### config.mk
export PLATFORM = sky130hd
export DESIGN_NAME = float_sample_to_pcm_bytes
export DESIGN_NICKNAME = d
export VERILOG_FILES = /design/src/design/fspb_pkg.sv /design/src/design/fspb_front.sv /design/src/design/fspb_fifo.sv /design/src/design/fspb_back.sv /design/src/design/float_sample_to_pcm_bytes.sv
export SDC_FILE = /design/constraint.sdc
export NUM_CORES = 2
export LEC_CHECK = 0
export ABC_AREA = 1
export BUFFER_PORTS_ARGS = -buffer_cell sky130_fd_sc_hd__buf_2
export CAP_MARGIN = 20
export CORE_ASPECT_RATIO = 1.75
export CORE_MARGIN = 2
export CORE_UTILIZATION = 30
export CTS_BUF_LIST = sky130_fd_sc_hd__clkbuf_4 sky130_fd_sc_hd__clkbuf_8
export DETAILED_ROUTE_END_ITERATION = 7
export PLACE_DENSITY = 0.56
export SLEW_MARGIN = 5
export SYNTH_ARGS = -nofsm -noshare
export SYNTH_HDL_FRONTEND = slang
export SYNTH_SLANG_ARGS = --single-unit
### constraint.sdc
create_clock -name clk_i -period 18.6 [get_ports clk_i]
set_clock_uncertainty 0.05 [all_clocks]
set_input_delay 1.86 -clock clk_i [delete_from_list [all_inputs] [get_ports clk_i]]
set_output_delay 1.86 -clock clk_i [all_outputs]
set_load 0.1 [all_outputs]
### src/design/fspb_pkg.sv
package fspb_pkg;

  localparam logic [1:0] FMT_PCM16 = 2'd0;
  localparam logic [1:0] FMT_PCM24 = 2'd1;
  localparam logic [1:0] FMT_FLOAT = 2'd2;

  localparam logic [1:0] REG_SAMPLE_FORMAT = 2'd0;
  localparam logic [1:0] REG_BIG_ENDIAN    = 2'd1;
  localparam logic [1:0] REG_GAIN_BITS     = 2'd2;

  localparam logic [31:0] GAIN_RESET = 32'h3F80_0000;
  localparam logic [31:0] CANON_QNAN = 32'h7FC0_0000;

  localparam int unsigned QDEPTH = 2;
  localparam int unsigned QAW    = $clog2(QDEPTH);

  typedef struct packed {
    logic [31:0] sample_bits;
    logic        last_channel;
    logic        last_frame;
  } fspb_in_t;

  typedef struct packed {
    logic [7:0] out_byte;
    logic       last_of_sample;
    logic       end_of_frame;
    logic       end_of_block;
  } fspb_out_t;

  typedef struct packed {
    logic [31:0] word;
    logic [1:0]  fmt;
    logic        big_endian;
    logic        last_channel;
    logic        last_frame;
  } fspb_job_t;

endpackage

### src/design/fspb_front.sv
module fspb_front (
  input  logic                clk_i,
  input  logic                rst_ni,
  input  logic                in_valid_i,
  output logic                in_ready_o,
  input  fspb_pkg::fspb_in_t  in_data_i,
  input  logic [1:0]          fmt_i,
  input  logic                big_endian_i,
  input  logic [31:0]         gain_i,
  output logic                job_valid_o,
  input  logic                job_ready_i,
  output fspb_pkg::fspb_job_t job_o
);

  function automatic logic [5:0] lzc48(input logic [47:0] v);
    logic [5:0] n;
    logic       found;
    n = 6'd48;
    found = 1'b0;
    for (int i = 47; i >= 0; i--) begin
      if (!found && v[i]) begin
        n = 6'(47 - i);
        found = 1'b1;
      end
    end
    return n;
  endfunction

  logic v1_q, v2_q, v3_q, v4_q;
  logic rdy1, rdy2, rdy3, rdy4;

  assign rdy4 = !v4_q || job_ready_i;
  assign rdy3 = !v3_q || rdy4;
  assign rdy2 = !v2_q || rdy3;
  assign rdy1 = !v1_q || rdy2;
  assign in_ready_o = rdy1;

  logic take;
  assign take = in_valid_i && (fmt_i != 2'd3);

  // stage 1: classify and multiply mantissas
  logic [7:0]  ea, eb, eae, ebe;
  logic [22:0] fa, fb;
  logic [4:0]  scale;
  logic        a_zero, a_inf, a_nan, b_zero, b_inf, b_nan, k_inf;
  logic signed [10:0] exp1;

  always_comb begin
    ea = in_data_i.sample_bits[30:23];
    fa = in_data_i.sample_bits[22:0];
    eb = gain_i[30:23];
    fb = gain_i[22:0];
    unique case (fmt_i)
      fspb_pkg::FMT_PCM16: scale = 5'd15;
      fspb_pkg::FMT_PCM24: scale = 5'd23;
      default:             scale = 5'd0;
    endcase
    a_zero = (ea == 8'd0) && (fa == 23'd0);
    a_inf  = (ea == 8'hFF) && (fa == 23'd0);
    a_nan  = (ea == 8'hFF) && (fa != 23'd0);
    b_zero = (eb == 8'd0) && (fb == 23'd0);
    b_inf  = (eb == 8'hFF) && (fb == 23'd0);
    b_nan  = (eb == 8'hFF) && (fb != 23'd0);
    k_inf  = (eb != 8'hFF) && (({1'b0, eb} + {4'b0, scale}) >= 9'd255);
    eae = (ea == 8'd0) ? 8'd1 : ea;
    ebe = (eb == 8'd0) ? 8'd1 : eb;
    exp1 = 11'({3'b0, eae}) + 11'({3'b0, ebe}) + 11'({6'b0, scale}) - 11'sd126;
  end

  logic [47:0]        prod1_q;
  logic signed [10:0] exp1_q;
  logic               sign1_q, nan1_q, inf1_q;
  logic [1:0]         fmt1_q, fmt2_q, fmt3_q, fmt4_q;
  logic               be1_q, be2_q, be3_q, be4_q;
  logic               lc1_q, lc2_q, lc3_q, lc4_q;
  logic               lf1_q, lf2_q, lf3_q, lf4_q;

  always_ff @(posedge clk_i) begin
    if (rdy1 && take) begin
      prod1_q <= {1'b0, 24'({ea != 8'd0, fa})} * {1'b0, 24'({eb != 8'd0, fb})};
      exp1_q  <= exp1;
      sign1_q <= in_data_i.sample_bits[31] ^ gain_i[31];
      nan1_q  <= a_nan || b_nan || ((a_inf || b_inf || k_inf) && (a_zero || b_zero));
      inf1_q  <= a_inf || b_inf || k_inf;
      fmt1_q  <= fmt_i;
      be1_q   <= big_endian_i;
      lc1_q   <= in_data_i.last_channel;
      lf1_q   <= in_data_i.last_frame;
    end
  end

  // stage 2: normalize left
  logic [5:0]         lz;
  logic [47:0]        pn_q;
  logic signed [10:0] exp2_q;
  logic               sign2_q, nan2_q, inf2_q, zero2_q;

  assign lz = lzc48(prod1_q);

  always_ff @(posedge clk_i) begin
    if (rdy2 && v1_q) begin
      pn_q    <= prod1_q << lz;
      exp2_q  <= exp1_q - $signed({5'b0, lz});
      sign2_q <= sign1_q;
      nan2_q  <= nan1_q;
      inf2_q  <= inf1_q;
      zero2_q <= (prod1_q == 48'd0);
      fmt2_q  <= fmt1_q;
      be2_q   <= be1_q;
      lc2_q   <= lc1_q;
      lf2_q   <= lf1_q;
    end
  end

  // stage 3: denormalize and round to nearest even
  logic signed [10:0] sh_full;
  logic [5:0]         sh;
  logic [47:0]        q, lost_mask;
  logic [30:0]        base;
  logic               guard, sticky, lsb, rnd;
  logic [31:0]        x3;

  always_comb begin
    sh_full   = 11'sd1 - exp2_q;
    sh        = (sh_full > 11'sd26) ? 6'd26 : sh_full[5:0];
    q         = pn_q >> sh;
    lost_mask = ~(48'hFFFF_FFFF_FFFF << sh);
    if (exp2_q >= 11'sd1) begin
      base   = {exp2_q[7:0], pn_q[46:24]};
      guard  = pn_q[23];
      sticky = |pn_q[22:0];
      lsb    = pn_q[24];
    end else begin
      base   = {8'd0, q[46:24]};
      guard  = q[23];
      sticky = (|q[22:0]) || (|(pn_q & lost_mask));
      lsb    = q[24];
    end
    rnd = guard && (sticky || lsb);
    priority if (nan2_q) begin
      x3 = fspb_pkg::CANON_QNAN;
    end else if (inf2_q || (!zero2_q && exp2_q > 11'sd254)) begin
      x3 = {sign2_q, 8'hFF, 23'd0};
    end else if (zero2_q) begin
      x3 = {sign2_q, 31'd0};
    end else begin
      x3 = {sign2_q, base + {30'd0, rnd}};
    end
  end

  logic [31:0] x3_q;

  always_ff @(posedge clk_i) begin
    if (rdy3 && v2_q) begin
      x3_q   <= x3;
      fmt3_q <= fmt2_q;
      be3_q  <= be2_q;
      lc3_q  <= lc2_q;
      lf3_q  <= lf2_q;
    end
  end

  // stage 4: floor and saturate for the PCM formats
  logic [7:0]         xe;
  logic [22:0]        xf;
  logic [23:0]        xm, ip, fmask;
  logic [4:0]         xsh;
  logic               xneg, xnan, fnz;
  logic [7:0]         big_thr, tiny_thr;
  logic signed [24:0] maxv, mag, v;
  logic [31:0]        word4;

  always_comb begin
    xe   = x3_q[30:23];
    xf   = x3_q[22:0];
    xm   = {1'b1, xf};
    xneg = x3_q[31];
    xnan = (xe == 8'hFF) && (xf != 23'd0);
    if (fmt3_q == fspb_pkg::FMT_PCM16) begin
      big_thr  = 8'd142;
      tiny_thr = 8'd88;
      maxv     = 25'sd32767;
    end else begin
      big_thr  = 8'd150;
      tiny_thr = 8'd96;
      maxv     = 25'sd8388607;
    end
    xsh   = 5'(8'd150 - xe);
    ip    = xm >> xsh;
    fmask = ~(24'hFF_FFFF << xsh);
    fnz   = |(xm & fmask);
    mag   = $signed({1'b0, ip}) + $signed({24'd0, fnz});
    priority if (xnan) begin
      v = 25'sd0;
    end else if (xe >= big_thr) begin
      v = xneg ? -maxv : maxv;
    end else if (xe < 8'd127) begin
      if (!xneg || (xe == 8'd0 && xf == 23'd0) || xe < tiny_thr ||
          (xe == tiny_thr && xf == 23'd0)) begin
        v = 25'sd0;
      end else begin
        v = -25'sd1;
      end
    end else if (xneg) begin
      v = (-mag < -maxv) ? -maxv : -mag;
    end else begin
      v = $signed({1'b0, ip});
    end
    word4 = (fmt3_q == fspb_pkg::FMT_FLOAT) ? x3_q : 32'(v);
  end

  logic [31:0] word4_q;

  always_ff @(posedge clk_i) begin
    if (rdy4 && v3_q) begin
      word4_q <= word4;
      fmt4_q  <= fmt3_q;
      be4_q   <= be3_q;
      lc4_q   <= lc3_q;
      lf4_q   <= lf3_q;
    end
  end

  always_ff @(posedge clk_i or negedge rst_ni) begin
    if (!rst_ni) begin
      v1_q <= 1'b0;
      v2_q <= 1'b0;
      v3_q <= 1'b0;
      v4_q <= 1'b0;
    end else begin
      if (rdy1) v1_q <= take;
      if (rdy2) v2_q <= v1_q;
      if (rdy3) v3_q <= v2_q;
      if (rdy4) v4_q <= v3_q;
    end
  end

  assign job_valid_o        = v4_q;
  assign job_o.word         = word4_q;
  assign job_o.fmt          = fmt4_q;
  assign job_o.big_endian   = be4_q;
  assign job_o.last_channel = lc4_q;
  assign job_o.last_frame   = lf4_q;

endmodule

### src/design/fspb_fifo.sv
module fspb_fifo (
  input  logic                clk_i,
  input  logic                rst_ni,
  input  logic                push_i,
  output logic                ready_o,
  input  fspb_pkg::fspb_job_t data_i,
  output logic                valid_o,
  input  logic                pop_i,
  output fspb_pkg::fspb_job_t data_o
);

  fspb_pkg::fspb_job_t mem_q [fspb_pkg::QDEPTH];
  logic [fspb_pkg::QAW-1:0] wr_q, rd_q;
  logic [fspb_pkg::QAW:0]   cnt_q;
  logic                     do_push, do_pop;

  assign ready_o = (cnt_q != (fspb_pkg::QAW+1)'(fspb_pkg::QDEPTH));
  assign valid_o = (cnt_q != '0);
  assign data_o  = mem_q[rd_q];
  assign do_push = push_i && ready_o;
  assign do_pop  = pop_i && valid_o;

  always_ff @(posedge clk_i) begin
    if (do_push) mem_q[wr_q] <= data_i;
  end

  always_ff @(posedge clk_i or negedge rst_ni) begin
    if (!rst_ni) begin
      wr_q  <= '0;
      rd_q  <= '0;
      cnt_q <= '0;
    end else begin
      if (do_push) wr_q <= wr_q + 1'b1;
      if (do_pop)  rd_q <= rd_q + 1'b1;
      cnt_q <= cnt_q + (fspb_pkg::QAW+1)'(do_push) - (fspb_pkg::QAW+1)'(do_pop);
    end
  end

endmodule

### src/design/fspb_back.sv
module fspb_back (
  input  logic                  clk_i,
  input  logic                  rst_ni,
  input  logic                  head_valid_i,
  input  fspb_pkg::fspb_job_t   head_i,
  output logic                  pop_o,
  output logic                  out_valid_o,
  input  logic                  out_ready_i,
  output fspb_pkg::fspb_out_t   out_data_o
);

  logic [1:0]          cnt_q, nb_m1, pos;
  logic                ov_q, load, last;
  fspb_pkg::fspb_out_t out_q;
  logic [7:0]          sel;

  always_comb begin
    unique case (head_i.fmt)
      fspb_pkg::FMT_PCM16: nb_m1 = 2'd1;
      fspb_pkg::FMT_PCM24: nb_m1 = 2'd2;
      default:             nb_m1 = 2'd3;
    endcase
    pos  = head_i.big_endian ? (nb_m1 - cnt_q) : cnt_q;
    sel  = head_i.word[8*pos +: 8];
    last = (cnt_q == nb_m1);
    load = head_valid_i && (!ov_q || out_ready_i);
  end

  assign pop_o       = load && last;
  assign out_valid_o = ov_q;
  assign out_data_o  = out_q;

  always_ff @(posedge clk_i) begin
    if (load) begin
      out_q.out_byte       <= sel;
      out_q.last_of_sample <= last;
      out_q.end_of_frame   <= last && head_i.last_channel;
      out_q.end_of_block   <= last && head_i.last_channel && head_i.last_frame;
    end
  end

  always_ff @(posedge clk_i or negedge rst_ni) begin
    if (!rst_ni) begin
      ov_q  <= 1'b0;
      cnt_q <= 2'd0;
    end else begin
      if (load) begin
        ov_q  <= 1'b1;
        cnt_q <= last ? 2'd0 : cnt_q + 2'd1;
      end else if (out_ready_i) begin
        ov_q <= 1'b0;
      end
    end
  end

  a_mid_sample_head: assert property (@(posedge clk_i) disable iff (!rst_ni)
    cnt_q != 2'd0 |-> head_valid_i)
    else $error("head dropped mid-sample");

  a_cnt_range: assert property (@(posedge clk_i) disable iff (!rst_ni)
    head_valid_i |-> cnt_q <= nb_m1)
    else $error("byte counter past sample length");

  a_flag_nesting: assert property (@(posedge clk_i) disable iff (!rst_ni)
    ov_q && out_q.end_of_block |-> out_q.end_of_frame && out_q.last_of_sample)
    else $error("end flags out of order");

endmodule

### src/design/float_sample_to_pcm_bytes.sv
// Float sample to PCM byte stream.
// Input channel (in_valid_i/in_ready_o/in_data_i): one single-precision sample per
// beat with its last_channel and last_frame marks.
// Output channel (out_valid_o/out_ready_i/out_data_o): one byte per beat, two, three
// or four beats per sample for 16-bit, 24-bit and float formats, with the final
// byte of each sample carrying the sample, frame and block marks.
// Config channel (cfg_valid_i/cfg_ready_o/cfg_index_i/cfg_data_i): always ready;
// index 0 sample format, 1 byte order, 2 gain. Write only while the block is idle.
// The first byte of a sample passes through the four arithmetic stages and the job
// queue, then the output register. Throughput: one byte per cycle on the output
// while the receiver is ready, set by the byte serializer; the arithmetic pipeline
// takes a sample every cycle unless back-pressure from the queue holds it.
// Samples written with the reserved format are taken and dropped.
// Reset clears all pipeline and queue valid state and loads format 16-bit PCM,
// little-endian and unity gain.
// A stalled receiver holds the current byte; the two-entry queue and the four
// arithmetic stages then fill up and in_ready_o drops.
module float_sample_to_pcm_bytes (
  input  logic                 clk_i,
  input  logic                 rst_ni,
  input  logic                 in_valid_i,
  output logic                 in_ready_o,
  input  fspb_pkg::fspb_in_t   in_data_i,
  output logic                 out_valid_o,
  input  logic                 out_ready_i,
  output fspb_pkg::fspb_out_t  out_data_o,
  input  logic                 cfg_valid_i,
  output logic                 cfg_ready_o,
  input  logic [1:0]           cfg_index_i,
  input  logic [31:0]          cfg_data_i
);

  logic [1:0]  fmt_q;
  logic        be_q;
  logic [31:0] gain_q;

  assign cfg_ready_o = 1'b1;

  always_ff @(posedge clk_i or negedge rst_ni) begin
    if (!rst_ni) begin
      fmt_q  <= fspb_pkg::FMT_PCM16;
      be_q   <= 1'b0;
      gain_q <= fspb_pkg::GAIN_RESET;
    end else if (cfg_valid_i) begin
      unique case (cfg_index_i)
        fspb_pkg::REG_SAMPLE_FORMAT: fmt_q  <= cfg_data_i[1:0];
        fspb_pkg::REG_BIG_ENDIAN:    be_q   <= cfg_data_i[0];
        fspb_pkg::REG_GAIN_BITS:     gain_q <= cfg_data_i;
        default: ;
      endcase
    end
  end

  logic                job_valid, job_ready, head_valid, pop;
  fspb_pkg::fspb_job_t job, head;

  fspb_front u_front (
    .clk_i        (clk_i),
    .rst_ni       (rst_ni),
    .in_valid_i   (in_valid_i),
    .in_ready_o   (in_ready_o),
    .in_data_i    (in_data_i),
    .fmt_i        (fmt_q),
    .big_endian_i (be_q),
    .gain_i       (gain_q),
    .job_valid_o  (job_valid),
    .job_ready_i  (job_ready),
    .job_o        (job)
  );

  fspb_fifo u_fifo (
    .clk_i   (clk_i),
    .rst_ni  (rst_ni),
    .push_i  (job_valid),
    .ready_o (job_ready),
    .data_i  (job),
    .valid_o (head_valid),
    .pop_i   (pop),
    .data_o  (head)
  );

  fspb_back u_back (
    .clk_i        (clk_i),
    .rst_ni       (rst_ni),
    .head_valid_i (head_valid),
    .head_i       (head),
    .pop_o        (pop),
    .out_valid_o  (out_valid_o),
    .out_ready_i  (out_ready_i),
    .out_data_o   (out_data_o)
  );

endmodule

; ---- Yosys cells after proc, flatten, opt, wreduce, memory -nomap -nowiden
; Memory sizes are Yosys's and may differ from the RTL's.
; Cells that the tools add are included.
[word_totals]
word_cells = 389
memories = 1
mem_bits_rw = 74
ff_bits = 266
[op_classes]
mul = 1
bitwise = 5
eq_ne = 13
mux = 123
n_shift = 6
n_lt_le_gt_ge = 8
n_addsub = 17
reduce_logical = 168
[memory_table]
columns = memory, depth, word_bits, read_ports, rd_clocked_by_memory_dff, write_ports, line_no
row1 = u_fifo.mem_q, 2, 37, 1, 0, 1, fspb_fifo.sv:12  ; fspb_pkg::fspb_job_t mem_q [fspb_pkg::QDEPTH];
[op_table]
columns = op, count
row1 = $mux W6, 50
row2 = $mux W25, 7
row3 = $logic_and A1 B1 Y1, 71
row4 = $logic_not A23 Y1, 3
row5 = $reduce_bool A23 Y1, 3
row6 = $mux W31, 2
row7 = $logic_not A1 Y1, 54
row8 = $mux W1, 54
row9 = $and A48 B48 Y48, 1
row10 = $logic_not A48 Y1, 1
row11 = $mul A24 B24 Y48, 1
row12 = $not A48 Y48, 1
row13 = $reduce_or A48 Y1, 1
row14 = $shl A48 B6 Y48, 1
row15 = $shl A48 B6 Y48 const A, 1
row16 = $shr A48 B6 Y47, 1
row17 = $mux W23, 2
row18 = $reduce_or A23 Y1, 2
row19 = $mux W32, 1
row20 = $shiftx A32 B6 Y8, 1
row21 = $add A31 B1 Y31, 1
row22 = $add A24 B1 Y25, 1
row23 = $lt A25 B25 Y1, 1
row24 = $neg A23 Y25, 1
row25 = other kinds (46), 79

; ---- Longest topological paths before layout
[logic_depth]
word_depth = 143
depth_mapped = 46

; ---- Hierarchy
; A second synthesis with hierarchy kept.
[hier_totals]
cells_unflattened = 5827
hier_area_um2 = 44041.0
[modules_own_cells]
columns = mod, cells_per_inst, area_each_um2, seq_area_each_um2, n_inst
row1 = fspb_front, 5317, 38677.1, 6376.1, 1
row2 = fspb_fifo, 225, 2927.8, 2322.2, 1
row3 = float_sample_to_pcm_bytes, 162, 1524.0, 884.6, 1
row4 = fspb_back, 123, 912.1, 405.4, 1

; ---- Worst setup path before layout
; No wires, ideal clock.
[synth_path]
path_kind = input-to-reg
from = input in_data_i[30] (netlist name)
to = register u_front.prod1_q[45], data pin
path_stages = 26
arrival_ns = 8.376
n_path_buf = 0
setup_ns = 0.265
required_time_ns = 18.285
path_slack_ns = 9.909
path_cell_list = or4_1 -> nor2_1 -> nor2_1 -> fa_1 -> fa_1 -> fa_1 -> inv_1 -> fa_1 -> fa_1 -> fa_1 -> inv_1 -> fa_1 -> ha_1 -> nand2_1 -> nor2_1 -> nand4_1 -> o21ai_0 -> a21oi_1 -> o31ai_1 -> a21boi_0 -> nor2_1 -> nor2_1 -> o31ai_1 -> nand4_1 -> o211ai_1 -> xor2_1
[synth_between]
elab_chain_len = 2
[synth_rtl]
columns = element, line_no
row1 = "start, declared", float_sample_to_pcm_bytes.sv:23  ; input fspb_pkg::fspb_in_t in_data_i,
row2 = $reduce_bool A8 Y1, fspb_front.sv:80  ; prod1_q <= {1'b0, 24'({ea != 8'd0, fa})} * {1'b0, 24'({eb != 8'd0, fb})};
row3 = $mul A24 B24 Y48, fspb_front.sv:80
row4 = "end signal, assigned", fspb_front.sv:80
row5 = "end, declared", fspb_front.sv:70  ; logic [47:0] prod1_q;
; No other way between the ends.
; A chain may end at the register's enable or synchronous reset.

; ---- Final worst setup path
[layout_path]
from = register u_front.x3_q[23]
to = register u_front.word4_q[19], data pin
[layout_between]
elab_chain_len = 14
word_cells_on_any_way = 28
[layout_rtl]
columns = element, line_no
row1 = "start, declared", fspb_front.sv:151  ; logic [31:0] x3_q;
row2 = "start signal, assigned", fspb_front.sv:155  ; x3_q <= x3;
row3 = $sub A5 B5 Y5, fspb_front.sv:188  ; xsh = 5'(8'd150 - xe);
row4 = $shl A24 B5 Y24, fspb_front.sv:190  ; fmask = ~(24'hFF_FFFF << xsh);
row5 = $not A24 Y24, fspb_front.sv:190
row6 = $and A24 B24 Y24, fspb_front.sv:191  ; fnz = |(xm & fmask);
row7 = $reduce_or A24 Y1, fspb_front.sv:191
row8 = $add A24 B1 Y25, fspb_front.sv:192  ; mag = $signed({1'b0, ip}) + $signed({24'd0, fnz});
row9 = $neg A25 Y25, fspb_front.sv:205  ; v = (-mag < -maxv) ? -maxv : -mag;
row10 = $lt A25 B25 Y1, fspb_front.sv:205
row11 = $mux W25, fspb_front.sv:205
row12 = $mux W25, fspb_front.sv:204  ; end else if (xneg) begin
row13 = $mux W25, fspb_front.sv:197  ; end else if (xe < 8'd127) begin
row14 = $mux W25, fspb_front.sv:195  ; end else if (xe >= big_thr) begin
row15 = $mux W25 (*), fspb_front.sv:193  ; priority if (xnan) begin
row16 = $mux W32 (*), fspb_front.sv:209  ; word4 = (fmt3_q == fspb_pkg::FMT_FLOAT) ? x3_q : 32'(v);
row17 = net u_front.word4[19], fspb_front.sv:171  ; logic [31:0] word4;
row18 = "end signal, assigned", fspb_front.sv:216  ; word4_q <= word4;
row19 = "end, declared", fspb_front.sv:212  ; logic [31:0] word4_q;
; Mark *: on every way through the listed nets, which the timed path passes. The rest lies on a longest branch.

==> run metrics <==
Port Buf Inserts=85; Distinct cells, synth=81; final hold viol count=0; cell depth of the worst min-delay path=0; Synth warnings=0; number of global-route vias before repair=approximately 40000; Bufs on Longest Clock Path=3; EDFF count, synth=294; CTS resizes=0; Layout Nets=6466; DR vias/cell=5.16; drt wl/cell=about 23 um; worst reg2reg path endpoint=u_front.word4_q[19]; endpoint class of the critical path=flop; Max-cap violations=0; Mapped Area=43900 um^2; Worst EP arrival=10.26 ns; IO Count=87; final period utilization=52.8%; cts bufs inserted=57; Initial Util=30.2%; slowest CP cell=nor2_1; post-layout util=32.6%; slowest stage delay, CP=0.49 ns; Root Driver=clkbuf_8; Fin Hold WS=around 0.32 ns; CTS tree=done; Pre-antenna DRT Iters=7; reg-to-reg startpoint=u_front.x3_q[23]; CP Class=flop to flop; vias post-DR=39000; routed wire length=~170000 um; all-layer global routing usage=23.0%; setup TNS=0 ns; Final GP Congestion=0.994; Die W=just under 300 um; Hold WC Path Type=flop to flop; hold path start=u_front.lf3_q; post-CTS setup buffer count=0; Post-route DRC=0; top cell type by total area after synthesis=fa_1; Commonest cells post-synth=1500 x nand2_1, 1035 x inv_1, 582 x nand3_1; Sink Count=340; Async SR Flop Fraction=13.5%; crit path time final=between 9 and 10 ns; Rel. slew slack=19.9%; final instance area=47400 um^2; layout cells sized above 1=under 10%; hold path endpoint=u_front.lf4_q; Critical Path Source Type=flop; # setup viols final=0; Die Area=149000 um^2; Worst-path clk slew=~0.070 ns; DIE HEIGHT=510 um; Buf/Inv on CP=8; DRT antenna net count=0; first-pass GRT wire length=255000 um; Initial DRC Count=roughly 2700; H-tree depth=2; GR Overflow Total=0; worst slew pin tran=1.19 ns; unrepaired setup endpoints after global routing=no; FF+latch count, synth=between 300 and 400; Final Max Tran Viols=0; largest net degree at the start of global routing=69; Syn-to-layout area delta=7.98%; Syn Inst Count=5730; Clock Latency Late Sink=0.81 ns; most common cell in the synthesized netlist=nand2_1; FILL cells=between 15000 and 20000; top-area cell type share of the netlist area=22.2%; Seq/Total Area, Yosys=22.8%; Synth Flop Type=edfxtp_1; Mapped Nets=6546; peak fanout along the critical path=43; initial antenna violation count=7; top cells by area, synth=fa_1 22%, edfxtp_1 20%, nand2_1 13%, inv_1 8.9%, ha_1 7.3%; Peak Freq=around 0.10 GHz; status=complete, no violations; syn_area_per_cell=7.66 um^2; flop2flop setup slack=around 8.8 ns; CP delay by family, top=compound AO/OA/AOI/OAI gates; WP data required=19.03 ns; core area=145000 um^2; std cell rows=185; Placement Cell Area=46000 um^2; number of hold buffers added after cts=0; cell depth of the worst flop-to-flop path=41; DP HPWL=138000 um
-- metrics by stage --
stage | setup WS, ns | cells
finish | 8.77 | 7572
global route | 7.97 | 7572
CTS | 8.95 | 7568
detailed placement | 8.73 | 7461
global placement | 8.83 | 7455
floorplan | 9.91 | 5730
-- worst max-delay path by stage --
stage          slack (ns)             endpoint              from  depth (start not counted)
2_1_floorplan        9.91  u_front.prod1_q[45]     in_data_i[30]                         26
3_3_place_gp         8.83  u_front.prod1_q[40]     in_data_i[16]                         21
3_5_place_dp         8.73  u_front.prod1_q[44]     in_data_i[15]                         21
4_1_cts              8.95  u_front.word4_q[17]  u_front.x3_q[23]                         41
5_1_grt              7.97  u_front.word4_q[17]  u_front.x3_q[23]                         42
6_report             8.77  u_front.word4_q[19]  u_front.x3_q[23]                         41
-- cells in the final DEF, fill, tap and decap left out, types with 10 or more instances in the layout --
master,netlist,routed
a21oi_1,177,177
a31oi_1,12,12
buf_2,37,85
buf_4,16,64
clkbuf_4,3,10
clkbuf_8,0,65
clkinv_1,9,16
clkinv_2,0,11
dfrtp_1,39,37
edfxtp_1,294,294
fa_1,486,486
ha_1,257,257
inv_1,1035,1035
inv_2,21,21
mux2_2,17,17
nand2_1,1500,1499
nand2_2,16,17
nand3_1,582,581
nand3b_1,14,14
nand4_1,70,70
nor2_1,294,287
nor2_2,15,16
nor2_4,12,18
nor3_1,36,36
nor4_1,24,24
o211ai_1,30,30
o21a_1,11,11
o21ai_0,201,201
o21ai_1,20,19
o221ai_1,11,11
o22ai_1,31,31
xnor2_1,42,42
xor2_1,57,57
-- layer usage --
layer	global-route usage, %	part of all wire (%)	vias up
met4	21.3	11	6
met5	0	0.030	-
met2	44.0	53	1389
met3	3.24	4.5	634
met1	20.7	31	19100
li1	-	-	18000
-- kinds of logic (layout without fill, tap and decap cells) --
| family | count (synthesis) | count (layout) | share of synthesized area [%] |
|---|---|---|---|
| XOR/XNOR | 101 | 101 | 2.05 |
| multiplexers | 26 | 26 | 0.642 |
| buffers and inverters | 1360 | 1328 | 12.1 |
| flip-flops | 340 | 340 | 22.8 |
| other | 1 | 5 | 0.00855 |
| adder cells (fa/ha/maj) | 743 | 743 | 29.5 |
| AND/OR/NAND/NOR | 2596 | 2596 | 25.5 |
| AO/OA/AOI/OAI | 563 | 563 | 7.42 |
-- final cells by class --
| cell class | instances | area [um^2] | area share, % |
|---|---|---|---|
| multi-input cells | 4030 | 28600 | 60.4 |
| flip-flops and latches | 340 | 9990 | 21.1 |
| inverters | 1067 | 4010 | 8.47 |
| well taps | 1870 | 2340 | 4.94 |
| repair buffers | 154 | 1020 | 2.16 |
| clock buffers | 75 | 970 | 2.05 |
| clock inverters | 32 | 397 | 0.837 |
| diodes | 4 | 10.0 | 0.0211 |
-- worst reg2reg max path: cells and delay by family, from the launching register on --
family / cells / cell delay, ns
compound gates: 13 / 3.15
xor+xnor: 1 / 0.15
flops: 1 / 0.32
fa+ha+maj: 6 / 1.70
buf+inv: 8 / 2.21
simple gates: 13 / 1.96
-- registers in the layout, indices dropped and copies added (netlist names), 2 cells and up --
name,flops
u_front.fmt2_q,2
u_front.fmt1_q,2
u_front.exp1_q,11
u_front.x3_q,32
u_back.cnt_q,2
u_front.pn_q,48
u_front.word4_q,32
u_fifo.mem_q,74
fmt_q,2
u_front.exp2_q,11
u_back.out_data_o,11
u_front.fmt3_q,2
u_front.fmt4_q,2
gain_q,32
u_front.prod1_q,48
u_fifo.cnt_q,2
Power is left out: the tool's default activity adds up to more than one toggle a clock period on the data nets, which glitch-free logic cannot reach.
